===== config.mk =====
export PLATFORM = sky130hd
export DESIGN_NAME = des_cell
export DESIGN_NICKNAME = d
export VERILOG_FILES = /design/src/sv/des_pkg.sv /design/src/sv/des_cell.sv
export SDC_FILE = /design/constraint.sdc
export NUM_CORES = 1
export LEC_CHECK = 0
export BUFFER_PORTS_ARGS = -buffer_cell sky130_fd_sc_hd__buf_2
export CORE_AREA = 2 2 599 601
export DETAILED_ROUTE_END_ITERATION = 10
export DIE_AREA = 0 0 601 603
export PLACE_DENSITY = 0.3
export SLEW_MARGIN = 20
export SYNTH_ARGS = -nofsm -noshare
export SYNTH_HDL_FRONTEND = slang
export SYNTH_SLANG_ARGS = --single-unit

===== constraint.sdc =====
create_clock -name clk -period 6 [get_ports clk]
set_input_delay 0.3 -clock clk [delete_from_list [all_inputs] [get_ports clk]]
set_output_delay 0.3 -clock clk [all_outputs]
set_load 0.02 [all_outputs]

===== src/sv/des_pkg.sv =====
// ---------------------------------------------------------------------------
// Directory entry sorter package
// Record type, cell operations, sort settings and the record compare.
// ---------------------------------------------------------------------------
package des_pkg;

    localparam int MAX_ENTRIES = 64;
    localparam int NAME_BYTES  = 32;
    localparam int IDX_W       = $clog2(MAX_ENTRIES);
    localparam int CNT_W       = $clog2(MAX_ENTRIES + 1);
    localparam int NAME_W      = 256;
    localparam int NUM_W       = 63;
    localparam int CFG_IDX_W   = 2;
    localparam int CFG_DATA_W  = 2;

    localparam logic [CFG_IDX_W-1:0] REG_SORT_KEY     = 2'd0;
    localparam logic [CFG_IDX_W-1:0] REG_DESCENDING   = 2'd1;
    localparam logic [CFG_IDX_W-1:0] REG_DIR_GROUPING = 2'd2;

    localparam logic [1:0] KEY_NAME  = 2'd0;
    localparam logic [1:0] KEY_SIZE  = 2'd1;
    localparam logic [1:0] KEY_MTIME = 2'd2;

    localparam logic [1:0] GROUP_DIRS_FIRST = 2'd1;
    localparam logic [1:0] GROUP_DIRS_LAST  = 2'd2;

    typedef struct packed {
        logic [NAME_W-1:0] name;
        logic [NUM_W-1:0]  size;
        logic [NUM_W-1:0]  mtime;
        logic              dir;
    } rec_t;

    typedef struct packed {
        logic [1:0] sort_key;
        logic       descending;
        logic [1:0] dir_grouping;
    } sort_cfg_t;

    typedef enum logic [1:0] {
        OP_HOLD,
        OP_LOAD,
        OP_TAKE_LEFT,
        OP_TAKE_RIGHT
    } cell_op_t;

    typedef enum logic [1:0] {
        ST_LOAD,
        ST_SORT,
        ST_DRAIN
    } des_state_t;

    // Zero every byte from the first zero byte on, and past NAME_BYTES.
    function automatic logic [NAME_W-1:0] mask_name(input logic [NAME_W-1:0] raw);
        logic [NAME_W-1:0] res;
        logic [7:0]        byte_v;
        logic              ended;
        res   = '0;
        ended = 1'b0;
        for (int b = 0; b < NAME_W / 8; b++)
        begin
            byte_v = raw[NAME_W - 1 - 8 * b -: 8];
            if (b >= NAME_BYTES || byte_v == 8'd0)
            begin
                ended = 1'b1;
            end
            if (!ended)
            begin
                res[NAME_W - 1 - 8 * b -: 8] = byte_v;
            end
        end
        return res;
    endfunction

    // True when record a must come after record b.
    function automatic logic rec_after(input rec_t a, input rec_t b, input sort_cfg_t cfg);
        logic kgt;
        logic klt;
        logic res;
        unique case (cfg.sort_key)
            KEY_NAME:
            begin
                kgt = a.name > b.name;
                klt = a.name < b.name;
            end
            KEY_SIZE:
            begin
                kgt = a.size > b.size;
                klt = a.size < b.size;
            end
            KEY_MTIME:
            begin
                kgt = a.mtime > b.mtime;
                klt = a.mtime < b.mtime;
            end
            default:
            begin
                kgt = 1'b0;
                klt = 1'b0;
            end
        endcase
        res = cfg.descending ? klt : kgt;
        // grouping wins over the key and ignores descending
        if (a.dir != b.dir)
        begin
            if (cfg.dir_grouping == GROUP_DIRS_FIRST)
            begin
                res = !a.dir;
            end
            else if (cfg.dir_grouping == GROUP_DIRS_LAST)
            begin
                res = a.dir;
            end
        end
        return res;
    endfunction

endpackage


===== src/sv/des_cell.sv =====
// ---------------------------------------------------------------------------
// Directory entry sorter cell
// Holds one record, loads, swaps with a neighbor or shifts toward the output.
// ---------------------------------------------------------------------------
module des_cell
    import des_pkg::*;
(
    input  logic      clk,
    input  cell_op_t  op,
    input  rec_t      load_rec,
    input  rec_t      left_rec,
    input  rec_t      right_rec,
    input  sort_cfg_t cfg,
    output rec_t      rec,
    output logic      gt_right
);

    rec_t rec_reg;
    rec_t rec_next;

    always_comb
    begin
        unique case (op)
            OP_HOLD:       rec_next = rec_reg;
            OP_LOAD:       rec_next = load_rec;
            OP_TAKE_LEFT:  rec_next = left_rec;
            OP_TAKE_RIGHT: rec_next = right_rec;
            default:       rec_next = rec_reg;
        endcase
    end

    always_ff @(posedge clk)
    begin
        rec_reg <= rec_next;
    end

    assign rec      = rec_reg;
    assign gt_right = rec_after(rec_reg, right_rec, cfg);

endmodule


==> results.tsv, run 1 <==
stage	metric	value	unit
outcome	status	finished clean	
critical_path	Critical path buffers and inverters	1	
placed_design	gp weighted congestion	0.971	
sta	TNS Setup	0	ps
critical_path	CP required	5700	ps
critical_path	critical path, cell by cell	ha_1, a2111oi_0, o221ai_1, o211ai_1, nand4_1, a31oi_1, o211ai_1, a31oi_1, a41oi_2, o32ai_2, buf_2	
placed_design	pre-CTS setup slack	661	ps
critical_path	CP max stage delay	670	ps
floorplanning	Die H	603	um
cells_and_area	FILL cells	40720	
power_and_ir_drop	peak supply drop	0.157	mV
grt	vias in the first global route	35638	
placed_design	Placed Cells	9254	
grt	global-route wire length before repair	395	mm
floorplanning	core area	355000	sq um
yosys	Synth Flop Type	edfxtp_1	
drt	Post-Route WL	319	mm
sta	final worst setup slack	732	ps
cells_and_area	Design Area, Final	52800	sq um
yosys	cell taking the most area after synthesis	edfxtp_1	
drt	via density per instance	3.47	
grt	largest net degree at the start of global routing	189	
placed_design	Area after DPL	42600	sq um
grt	met3 usage in global routing	8.76	%
grt	gr usage total	16.9	%
critical_path	CP arrival	4970	ps
critical_path	critical path endpoint	gt_right	
yosys	Synth area leaders	edfxtp_1 (40%), ha_1 (16%), mux2i_1 (13%), a21oi_1 (8.9%), nor2_1 (5.6%)	
cells_and_area	max reg flops	383	
drt	number of DRC markers in iteration 0	2480	
clock_network	Num CTS Buffers	74	
cells_and_area	Multi-input gate area	15600	sq um
power_and_ir_drop	Lkg Pwr	24.0	nW
placed_design	I/O Buffers	1540	
sta	Pins Over Slew Limit	0	
yosys	Syn Nets	4603	
floorplanning	Total Die Area	362000	sq um
sta	Hold Violations, Final	0	
yosys	Post-synth EDFFs	383	
cells_and_area	final core occ	14.9	%
critical_path	Slowest-stage cell, CP	a31oi_1	
critical_path	CP max FO	3	
grt	global routing usage on met1	18.8	%
clock_network	Root Buffer	clkbuf_16	
yosys	post-synth cell types	60	
cells_and_area	layout cells sized above 1	31.1	%
sta	RSZ-0062 raised after global routing	no	
yosys	Seq cells post-synth	383	
drt	first drt pass iteration count	5	
sta	Fin Hold WS	72.7	ps
critical_path	critical path class	reg2out	
critical_path	startpoint types	flop	
sta	Worst-Margin Slew	1310	ps
critical_path	CP startpoint	rec[366]	
yosys	fraction of registers with async set/reset	0	%
placed_design	HPWL after detailed placement	282	mm
floorplanning	num rows	219	
floorplanning	Die Wd	601	um
drt	antenna viol nets, final	0	
grt	antenna violations before repair	370	
clock_network	CTS H-tree lvls	3	
cells_and_area	# nets final	6900	
yosys	Avg Synthesized Cell Area	9.46	sq um
cells_and_area	Reg area	11500	sq um
sta	Tmin final	5270	ps
power_and_ir_drop	Pwr Density	225	nW/um^2
sta	Slew headroom	12.8	%
cells_and_area	synthesis-to-finish area growth	82.1	%
yosys	synth warn	0	
drt	routed vias	35502	
critical_path	Crit. End Element	primary output	
yosys	post-synth top area share	39.7	%
run	Max-cap violations	0	
grt	GR Util met2	28.4	%
drt	Wirelength per Cell	31.1	um
yosys	cells after synthesis	3064	
sta	FMAX	190	MHz
critical_path	Crit path depth	11	
clock_network	Longest Clk Path Bufs	4	
floorplanning	# IOs	1541	
sta	setup violators final	0	
sta	Final Cycle Share	87.8	%
clock_network	Clock Sinks	383	
clock_network	clock-pin slew on the worst setup and hold paths	50	ps
clock_network	CTS tree	built	
worst_hold_path	worst hold-check path type	in2reg	
power_and_ir_drop	overall power	11.9	mW
floorplanning	Initial Util	8.16	%
drt	DRC	0	
critical_path	CP top delay family	compound AO/OA/AOI/OAI gates	
yosys	Seq/Total Area, Yosys	39.7	%
yosys	post-synth design cell area	29000	sq um
grt	total gr overflow	0	
grt	Top Usage Layer GRT	met2	
cells_and_area	Non-Filler Instances	10240	
-- worst min-delay path, cell delays in order --
cell     delay (ps)
buf_2           120
mux2i_1         120
a21oi_1         130
-- synthesized netlist by cell type (3+ instances only) --
library cell / n
o31ai_1: 5
a21oi_1: 518
or4_1: 3
nor2_1: 429
a221o_1: 3
a31oi_1: 5
nand2b_1: 3
nand4_1: 73
nand2_1: 89
inv_1: 393
a21o_1: 24
a221oi_1: 12
o21a_1: 5
a21boi_0: 5
o21ai_0: 56
nor3_1: 15
o221ai_1: 4
edfxtp_1: 383
a2111oi_0: 6
nor4_1: 15
and4_1: 9
mux2i_1: 383
nor2b_1: 3
and2_1: 4
o211ai_1: 10
ha_1: 382
nand3_1: 46
clkbuf_1: 76
o21ai_1: 4
a211oi_1: 13
a22oi_1: 3
buf_1: 52
-- repair_timing --
item                                   in CTS  in global routing
setup buffers                               0                  0
endpoints found under the hold margin     381                  0
resized for setup                           1                  0
setup endpoints to repair                   1                  0
hold buffers                              782                  0
-- routing by layer --
metal / part of all wire, % / vias to the layer above
met5: 0.35 / -
met4: 3.0 / 166
met3: 13 / 705
met2: 46 / 1765
met1: 38 / 17099
li1: - / 15767
-- power breakdown --
| group | internal (mW) | switching (mW) | leakage, nW |
|---|---|---|---|
| Combinational | 1.57 | 2.42 | 19.0 |
| Sequential | 3.34 | 0.286 | 3.86 |
| Clock | 2.45 | 1.81 | 1.08 |
-- area by class of cell --
type                    instances  area share (%)
clock inverters                33           0.514
inverters                     394            2.80
clock buffers                  94            3.69
repair buffers               2349            30.1
multi-input cells            2159            29.5
diodes                         77           0.365
well taps                    4751            11.3
flip-flops and latches        383            21.8
-- cell families after synthesis --
group | after synthesis | synth area share (%)
and+or+nand+nor | 702 | 10.7
AOI/OAI and AO/OA | 692 | 13.2
buffers and inverters | 522 | 6.76
muxes | 383 | 13.2
DFF | 383 | 39.7
adders and majority gates | 382 | 16.5
-- cells in the final DEF (no fill, tap or decap), types with 4 or more instances in the layout --
cell type	netlist	final
buf_2	0	1538
dlygate4sd3_1	0	782
a21oi_1	518	518
nor2_1	429	428
inv_1	393	393
mux2i_1	383	383
edfxtp_1	383	383
ha_1	382	382
nand2_1	89	89
diode_2	0	77
clkbuf_16	0	75
nand4_1	73	73
o21ai_0	56	56
nand3_1	46	46
a21o_1	24	24
clkbuf_1	76	19
buf_4	0	16
nor3_1	15	15
clkinv_2	0	14
a211oi_1	13	13
nor4_1	15	12
a221oi_1	12	11
buf_12	0	11
o211ai_1	10	10
clkinv_1	1	10
and4_1	9	9
a2111oi_0	6	6
a21boi_0	5	5
o21a_1	5	5
o31ai_1	5	5
a31oi_1	5	5
and2_1	4	4
o221ai_1	4	4
bufinv_16	0	4
clkinvlp_4	0	4
-- worst min-delay path by stage --
| stage | start | to | depth (start not counted) | slack [ps] |
|---|---|---|---|---|
| finish | left_rec[348] | rec[348] | 3 | 70 |
| CTS | left_rec[348] | rec[348] | 3 | 4 |
| global placement | load_rec[159] | rec[159] | 3 | 620 |
| detailed placement | load_rec[184] | rec[184] | 3 | 630 |
| floorplan | load_rec[172] | rec[172] | 2 | 530 |
| global route | left_rec[348] | rec[348] | 3 | 30 |
Power figures use the tool's default switching activity.
==> inputs of run 2 (changes only) <==
--- a/config.mk
+++ b/config.mk
@@ -5,6 +5,7 @@
 export SDC_FILE = /design/constraint.sdc
 export NUM_CORES = 1
 export LEC_CHECK = 0
+export ABC_CLOCK_PERIOD_IN_PS = 6000
 export BUFFER_PORTS_ARGS = -buffer_cell sky130_fd_sc_hd__buf_2
 export CORE_AREA = 2 2 599 601
 export DETAILED_ROUTE_END_ITERATION = 10
==> constraint.sdc (replaced) <==
create_clock -name clk -period 6 [get_ports clk]
set_input_delay 0.9 -clock clk [delete_from_list [all_inputs] [get_ports clk]]
set_output_delay 0.9 -clock clk [all_outputs]
set_load 0.02 [all_outputs]
==> run 2 against run 1 <==
- clock power about the same
- combinational power down 15%
- non-clock buffer count down 763
- utilization down 2.1 points
- routed wire length up 0.11%
- critical path type unchanged
==> results.tsv, run 2 (synthesis gave the netlist of run 1 again) <==
stage	metric	value	unit	change
outcome	status	finished clean		
clock_network	Longest Clk Path Bufs	4		unchanged
clock_network	CTS tree	built		
sta	FMAX	173	MHz	-8.7%
drt	number of DRC markers in iteration 0	2394		-3.5%
critical_path	CP max FO	2		-1
floorplanning	core area	355000	sq um	unchanged
critical_path	CP arrival	4870	ps	-100 ps
sta	Hold Violations, Final	0		unchanged
grt	gr usage total	16.9	%	about the same
grt	antenna violations before repair	385		+4.1%
critical_path	CP most frequent cell	o21ai_0		
power_and_ir_drop	Clock power frac	37.3	%	+1.4 points
grt	largest net degree at the start of global routing	190		+0.53%
power_and_ir_drop	Logic pwr share	30.0	%	-3.6 points
grt	total gr overflow	0		unchanged
sta	Pins Over Slew Limit	0		unchanged
critical_path	CP required	5100	ps	-600 ps
critical_path	Crit. End Element	primary output		
placed_design	Placed Cells	9273		+0.21%
cells_and_area	final core occ	12.7	%	-2.1 points
placed_design	HPWL after detailed placement	286	mm	+1.7%
drt	antenna viol nets, final	0		unchanged
clock_network	Clock Sinks	383		unchanged
critical_path	startpoint types	flop		
clock_network	postcts setup bufs	0		unchanged
power_and_ir_drop	overall power	11.4	mW	-4.4%
floorplanning	Initial Util	8.16	%	unchanged
floorplanning	Die Wd	601	um	unchanged
grt	global-route wire length before repair	389	mm	-1.6%
critical_path	CP max stage delay	700	ps	+30 ps
drt	via density per instance	3.44		-0.87%
cells_and_area	commonest non-fill, non-tap cell in the layout	buf_2		
sta	Slew headroom	22.7	%	+9.8 points
sta	final worst setup slack	228	ps	-504 ps
power_and_ir_drop	Internal	6.93	mW	-6.0%
clock_network	CTS H-tree lvls	3		unchanged
floorplanning	num rows	219		unchanged
drt	Wirelength per Cell	33.6	um	+7.9%
critical_path	CP top delay family	compound AO/OA/AOI/OAI gates		
drt	routed vias	32663		-8.0%
power_and_ir_drop	Flop pwr share	32.6	%	+2.1 points
power_and_ir_drop	Pwr Density	251	nW/um^2	+12%
sta	RSZ-0062 raised after global routing	no		
clock_network	Num CTS Buffers	74		unchanged
drt	Post-Route WL	319	mm	+0.11%
cells_and_area	# nets final	6137		-11%
clock_network	CTS hold repair buffers	0		-100%
power_and_ir_drop	Lkg Pwr	20.9	nW	-13%
floorplanning	# IOs	1541		unchanged
drt	first drt pass iteration count	5		unchanged
critical_path	critical path, cell by cell	ha_1, a21oi_1, nor2_1, a211oi_1, o21ai_0, o21ai_0, nand4_1, a31oi_2, buf_4, a41oi_2, o32ai_2, buf_2		
critical_path	critical path class	reg2out		
floorplanning	Total Die Area	362000	sq um	unchanged
cells_and_area	synthesis-to-finish area growth	56.0	%	
cells_and_area	commonest cells after routing, fill and taps aside	buf_2 (1538), a21oi_1 (518), nor2_1 (429)		
cells_and_area	max reg flops	383		unchanged
sta	Final Cycle Share	96.2	%	+8.4 points
critical_path	Critical path buffers and inverters	2		+1
drt	DRC	0		unchanged
sta	setup violators final	0		unchanged
placed_design	I/O Buffers	1540		unchanged
power_and_ir_drop	Net Sw Frac	39.0	%	+0.98 points
clock_network	post-cts resize count	2		+1
worst_hold_path	worst hold-check path type	in2reg		
run	Max-cap violations	0		unchanged
critical_path	Slowest-stage cell, CP	o21ai_0		
clock_network	Root Buffer	clkbuf_16		
placed_design	pre-CTS setup slack	76.6	ps	-584 ps
power_and_ir_drop	NetSw	4.43	mW	-2.0%
cells_and_area	Non-Filler Instances	9504		-7.2%
sta	Tmin final	5770	ps	+504 ps
clock_network	clock-pin slew on the worst setup and hold paths	60	ps	about the same
placed_design	gp weighted congestion	0.974		+0.37%
sta	Worst-Margin Slew	1160	ps	-148 ps
cells_and_area	layout cells sized above 1	36.6	%	+5.5 points
floorplanning	Die H	603	um	unchanged
power_and_ir_drop	peak supply drop	0.169	mV	+8.0%
grt	vias in the first global route	31907		-10%
-- run 2: changes by cell type in the layout (fill, tap and decap cells not counted), sizes merged --
cell,change
buf,+19
clkbuf,-6
clkinv,+3
diode,+30
dlygate4sd3,-782
-- run 2: power by group through the flow --
| stage | clock network [mW] | logic [mW] | registers, mW |
|---|---|---|---|
| after floorplan | 0 | 1.18 | 3.95 |
| after global placement | 0 | 3.46 | 3.77 |
| after CTS | 4.47 | 3.48 | 3.72 |
| after detailed placement | 0 | 3.46 | 3.77 |
| final | 4.24 | 3.41 | 3.70 |
| after global routing | 4.50 | 3.73 | 3.74 |
-- run 2: path summary, 6_finish.rpt --
kind	startpoint	end	slack, ps	cells past startpoint
setup / recovery	rec[288]	gt_right	230	12
hold / removal	load_rec[36]	rec[36]	430	3
-- run 2: per-stage QoR --
stage | area, sq um | hold WS, ps | setup TNS, ps
CTS | 45000 | 303 | 0
global placement | 42700 | 1220 | -71.6
detailed placement | 42700 | 1230 | 0
global route | 45000 | 343 | 0
floorplan | 29000 | 1130 | 0
finish | 45200 | 425 | 0
-- run 2: cell type report --
| cell class | count | area, sq um |
|---|---|---|
| Multi-Input combinational cell | 2159 | 15600 |
| Fill cell | 41114 | 310000 |
| Clock buffer | 88 | 1930 |
| Antenna cell | 107 | 268 |
| Clock inverter | 36 | 310 |
| Tap cell | 4751 | 5940 |
| Inverter | 394 | 1480 |
| Sequential cell | 383 | 11500 |
| Timing Repair Buffer | 1586 | 8220 |
-- run 2: layer usage --
| metal | share of wire [%] | vias to the layer above | GRT usage [%] |
|---|---|---|---|
| met2 | 45 | 1814 | 27.7 |
| li1 | - | 14283 | - |
| met5 | 0.33 | - | 0 |
| met3 | 13 | 755 | 9.40 |
| met1 | 38 | 15651 | 18.8 |
| met4 | 3.4 | 160 | 4.42 |
==> inputs of run 3 (changes only) <==
--- a/config.mk
+++ b/config.mk
@@ -11,6 +11,7 @@
 export DETAILED_ROUTE_END_ITERATION = 10
 export DIE_AREA = 0 0 601 603
 export PLACE_DENSITY = 0.3
+export SKIP_LAST_GASP = 1
 export SLEW_MARGIN = 20
 export SYNTH_ARGS = -nofsm -noshare
 export SYNTH_HDL_FRONTEND = slang
==> constraint.sdc (replaced) <==
create_clock -name clk -period 6 [get_ports clk]
set_input_delay 0.9 -clock clk [delete_from_list [all_inputs] [get_ports clk]]
set_output_delay 0.9 -clock clk [all_outputs]
set_load 0.01 [all_outputs]
==> run 3 against run 2 <==
- flip-flop and latch count unchanged
- cell count is essentially flat
- routed wire length is 0.36% lower
- combinational power down 7.3%
- critical path depth is the same
- worst hold slack improved by 2.9 ps
- total power decreased by 1.1%
- die area stayed put
- first-iteration DRC count shrank 3.8%
- largest cell class unchanged
==> results.tsv, run 3 (synthesis gave the netlist of run 1 again) <==
stage	metric	value	unit	change
outcome	status	finished clean		
grt	antenna violations before repair	383		-0.52%
critical_path	startpoint types	flop		
placed_design	Area after DPL	42700	sq um	about the same
floorplanning	Die H	603	um	unchanged
cells_and_area	# nets final	6142		+0.081%
power_and_ir_drop	Logic pwr share	28.2	%	-1.8 points
critical_path	Crit. End Element	primary output		
cells_and_area	synthesis-to-finish area growth	56.2	%	
floorplanning	Total Die Area	362000	sq um	unchanged
worst_hold_path	Hold Crit Depth	3		unchanged
sta	Tmin final	5680	ps	-89.1 ps
sta	Pins Over Slew Limit	0		unchanged
grt	largest net degree at the start of global routing	191		+0.53%
cells_and_area	layout cells sized above 1	36.6	%	about the same
drt	number of DRC markers in iteration 0	2303		-3.8%
sta	setup violators final	0		unchanged
clock_network	clock-pin slew on the worst setup and hold paths	60	ps	about the same
worst_hold_path	worst hold-check path type	in2reg		
drt	via density per instance	3.45		+0.27%
power_and_ir_drop	Flop pwr share	33.0	%	+0.4 points
floorplanning	Initial Util	8.16	%	unchanged
grt	vias in the first global route	31995		+0.28%
power_and_ir_drop	Lkg Pwr	21.0	nW	+0.16%
floorplanning	Die Wd	601	um	unchanged
grt	total gr overflow	0		unchanged
worst_hold_path	WHS Endpoint	rec[38]		
sta	Worst-Margin Slew	1160	ps	+4.89 ps
sta	RSZ-0062 raised after global routing	no		
critical_path	critical path class	reg2out		
clock_network	CTS H-tree lvls	3		unchanged
floorplanning	num rows	219		unchanged
floorplanning	core area	355000	sq um	unchanged
cells_and_area	commonest non-fill, non-tap cell in the layout	buf_2		
grt	gr usage total	16.9	%	-0.060 points
drt	Post-Route WL	318	mm	-0.36%
critical_path	CP max FO	3		+1
power_and_ir_drop	NetSw	4.21	mW	-4.8%
sta	TNS Setup	0	ps	unchanged
grt	global-route wire length before repair	388	mm	-0.13%
sta	Final Cycle Share	94.7	%	-1.5 points
cells_and_area	FILL cells	41145		+0.075%
clock_network	CTS tree	built		
cells_and_area	Design Area, Final	45300	sq um	+0.12%
cells_and_area	commonest cells after routing, fill and taps aside	buf_2 (1538), a21oi_1 (518), nor2_1 (429)		
power_and_ir_drop	Net Sw Frac	37.5	%	-1.5 points
drt	Wirelength per Cell	33.4	um	-0.44%
power_and_ir_drop	peak supply drop	0.182	mV	+7.8%
power_and_ir_drop	Clock power frac	38.9	%	+1.6 points
floorplanning	# IOs	1541		unchanged
drt	DRC	0		unchanged
power_and_ir_drop	Pwr Density	248	nW/um^2	-1.2%
clock_network	CTS hold repair buffers	0		unchanged
critical_path	CP required	5100	ps	about the same
clock_network	Clock Sinks	383		unchanged
power_and_ir_drop	Internal	7.02	mW	+1.3%
clock_network	Num CTS Buffers	75		+1.4%
worst_hold_path	hold path start	load_rec[38]		
critical_path	CP arrival	4780	ps	-90 ps
sta	FMAX	176	MHz	+1.6%
cells_and_area	max reg flops	383		unchanged
placed_design	HPWL after detailed placement	285	mm	-0.39%
clock_network	Longest Clk Path Bufs	4		unchanged
placed_design	I/O Buffers	1540		unchanged
drt	first drt pass iteration count	6		+1
drt	routed vias	32779		+0.36%
sta	Slew headroom	21.4	%	-1.3 points
clock_network	Root Buffer	clkbuf_16		
placed_design	gp weighted congestion	0.945		-3.0%
run	Max-cap violations	0		unchanged
drt	antenna viol nets, final	0		unchanged
sta	Hold Violations, Final	0		unchanged
run 3: cell types whose count changed in the layout (fill, tap and decap cells not counted), moves of 2 or more:
cell,before,now
buf_12,12,10
buf_4,34,40
clkbuf_1,13,15
clkbuf_16,75,77
clkinv_1,15,18
clkinv_2,8,6
clkinv_8,2,0
run 3: how the worst max path moves through the flow:
stage | from | end | cells after the start
after floorplan | op[0] | rec[0] | 4
after global placement | right_rec[293] | gt_right | 14
after detailed placement | right_rec[366] | gt_right | 15
after CTS | rec[221] | gt_right | 13
after global routing | rec[221] | gt_right | 13
final | rec[293] | gt_right | 12
run 3: critical path: stages (launching register included):
cell      delay, ps
edfxtp_1        420
ha_1            330
a21oi_1         160
nand2_1          70
a21oi_1         170
o21ai_0         200
o21ai_0         620
nand4_1         560
a31oi_2         560
buf_4           200
a41oi_2         120
o32ai_2         350
buf_2           210
run 3: layout make-up:
type / instances / area [sq um] / share of cell area (%)
multi-input combinational: 2159 / 15600 / 34.4
sequential: 383 / 11500 / 25.4
timing repair buffer: 1590 / 8230 / 18.2
tap: 4751 / 5940 / 13.1
clock buffer: 92 / 1980 / 4.38
inverter: 394 / 1480 / 3.27
clock inverter: 35 / 302 / 0.666
antenna: 108 / 270 / 0.597
run 3: what timing repair did:
action | in CTS | in global routing
buffers inserted | 1 | 0
setup endpoints to repair | 1 | 0
gates resized for setup | 2 | 0
run 3: power by group through the flow:
stage	combinational [mW]	clock [mW]	sequential [mW]
floorplan	1.18	0	3.71
global placement	3.22	0	3.77
detailed placement	3.22	0	3.77
CTS	3.24	4.61	3.72
global route	3.49	4.62	3.74
finish	3.16	4.37	3.70
run 3: metal layers:
metal	GRT usage, %	vias to the layer above	wire length, um
li1	-	14281	-
met1	18.8	15835	121000
met2	27.6	1780	145000
met3	9.19	719	40300
met4	4.58	164	9980
met5	0	-	1080
run 3: through the flow:
stage | cells | power [mW] | hold slack, ps | utilization, % | setup WS [ps]
finish | 9512 | 11.2 | 428 | 12.7 | 317
CTS | 9404 | 11.6 | 315 | 12.7 | 23.5
detailed placement | 9276 | 6.99 | 1220 | 12.0 | 127
global route | 9439 | 11.8 | 369 | 12.7 | 70.3
floorplan | 3064 | 4.89 | 1130 | - | 784
global placement | 9276 | 6.99 | 1220 | 12.0 | 35.8
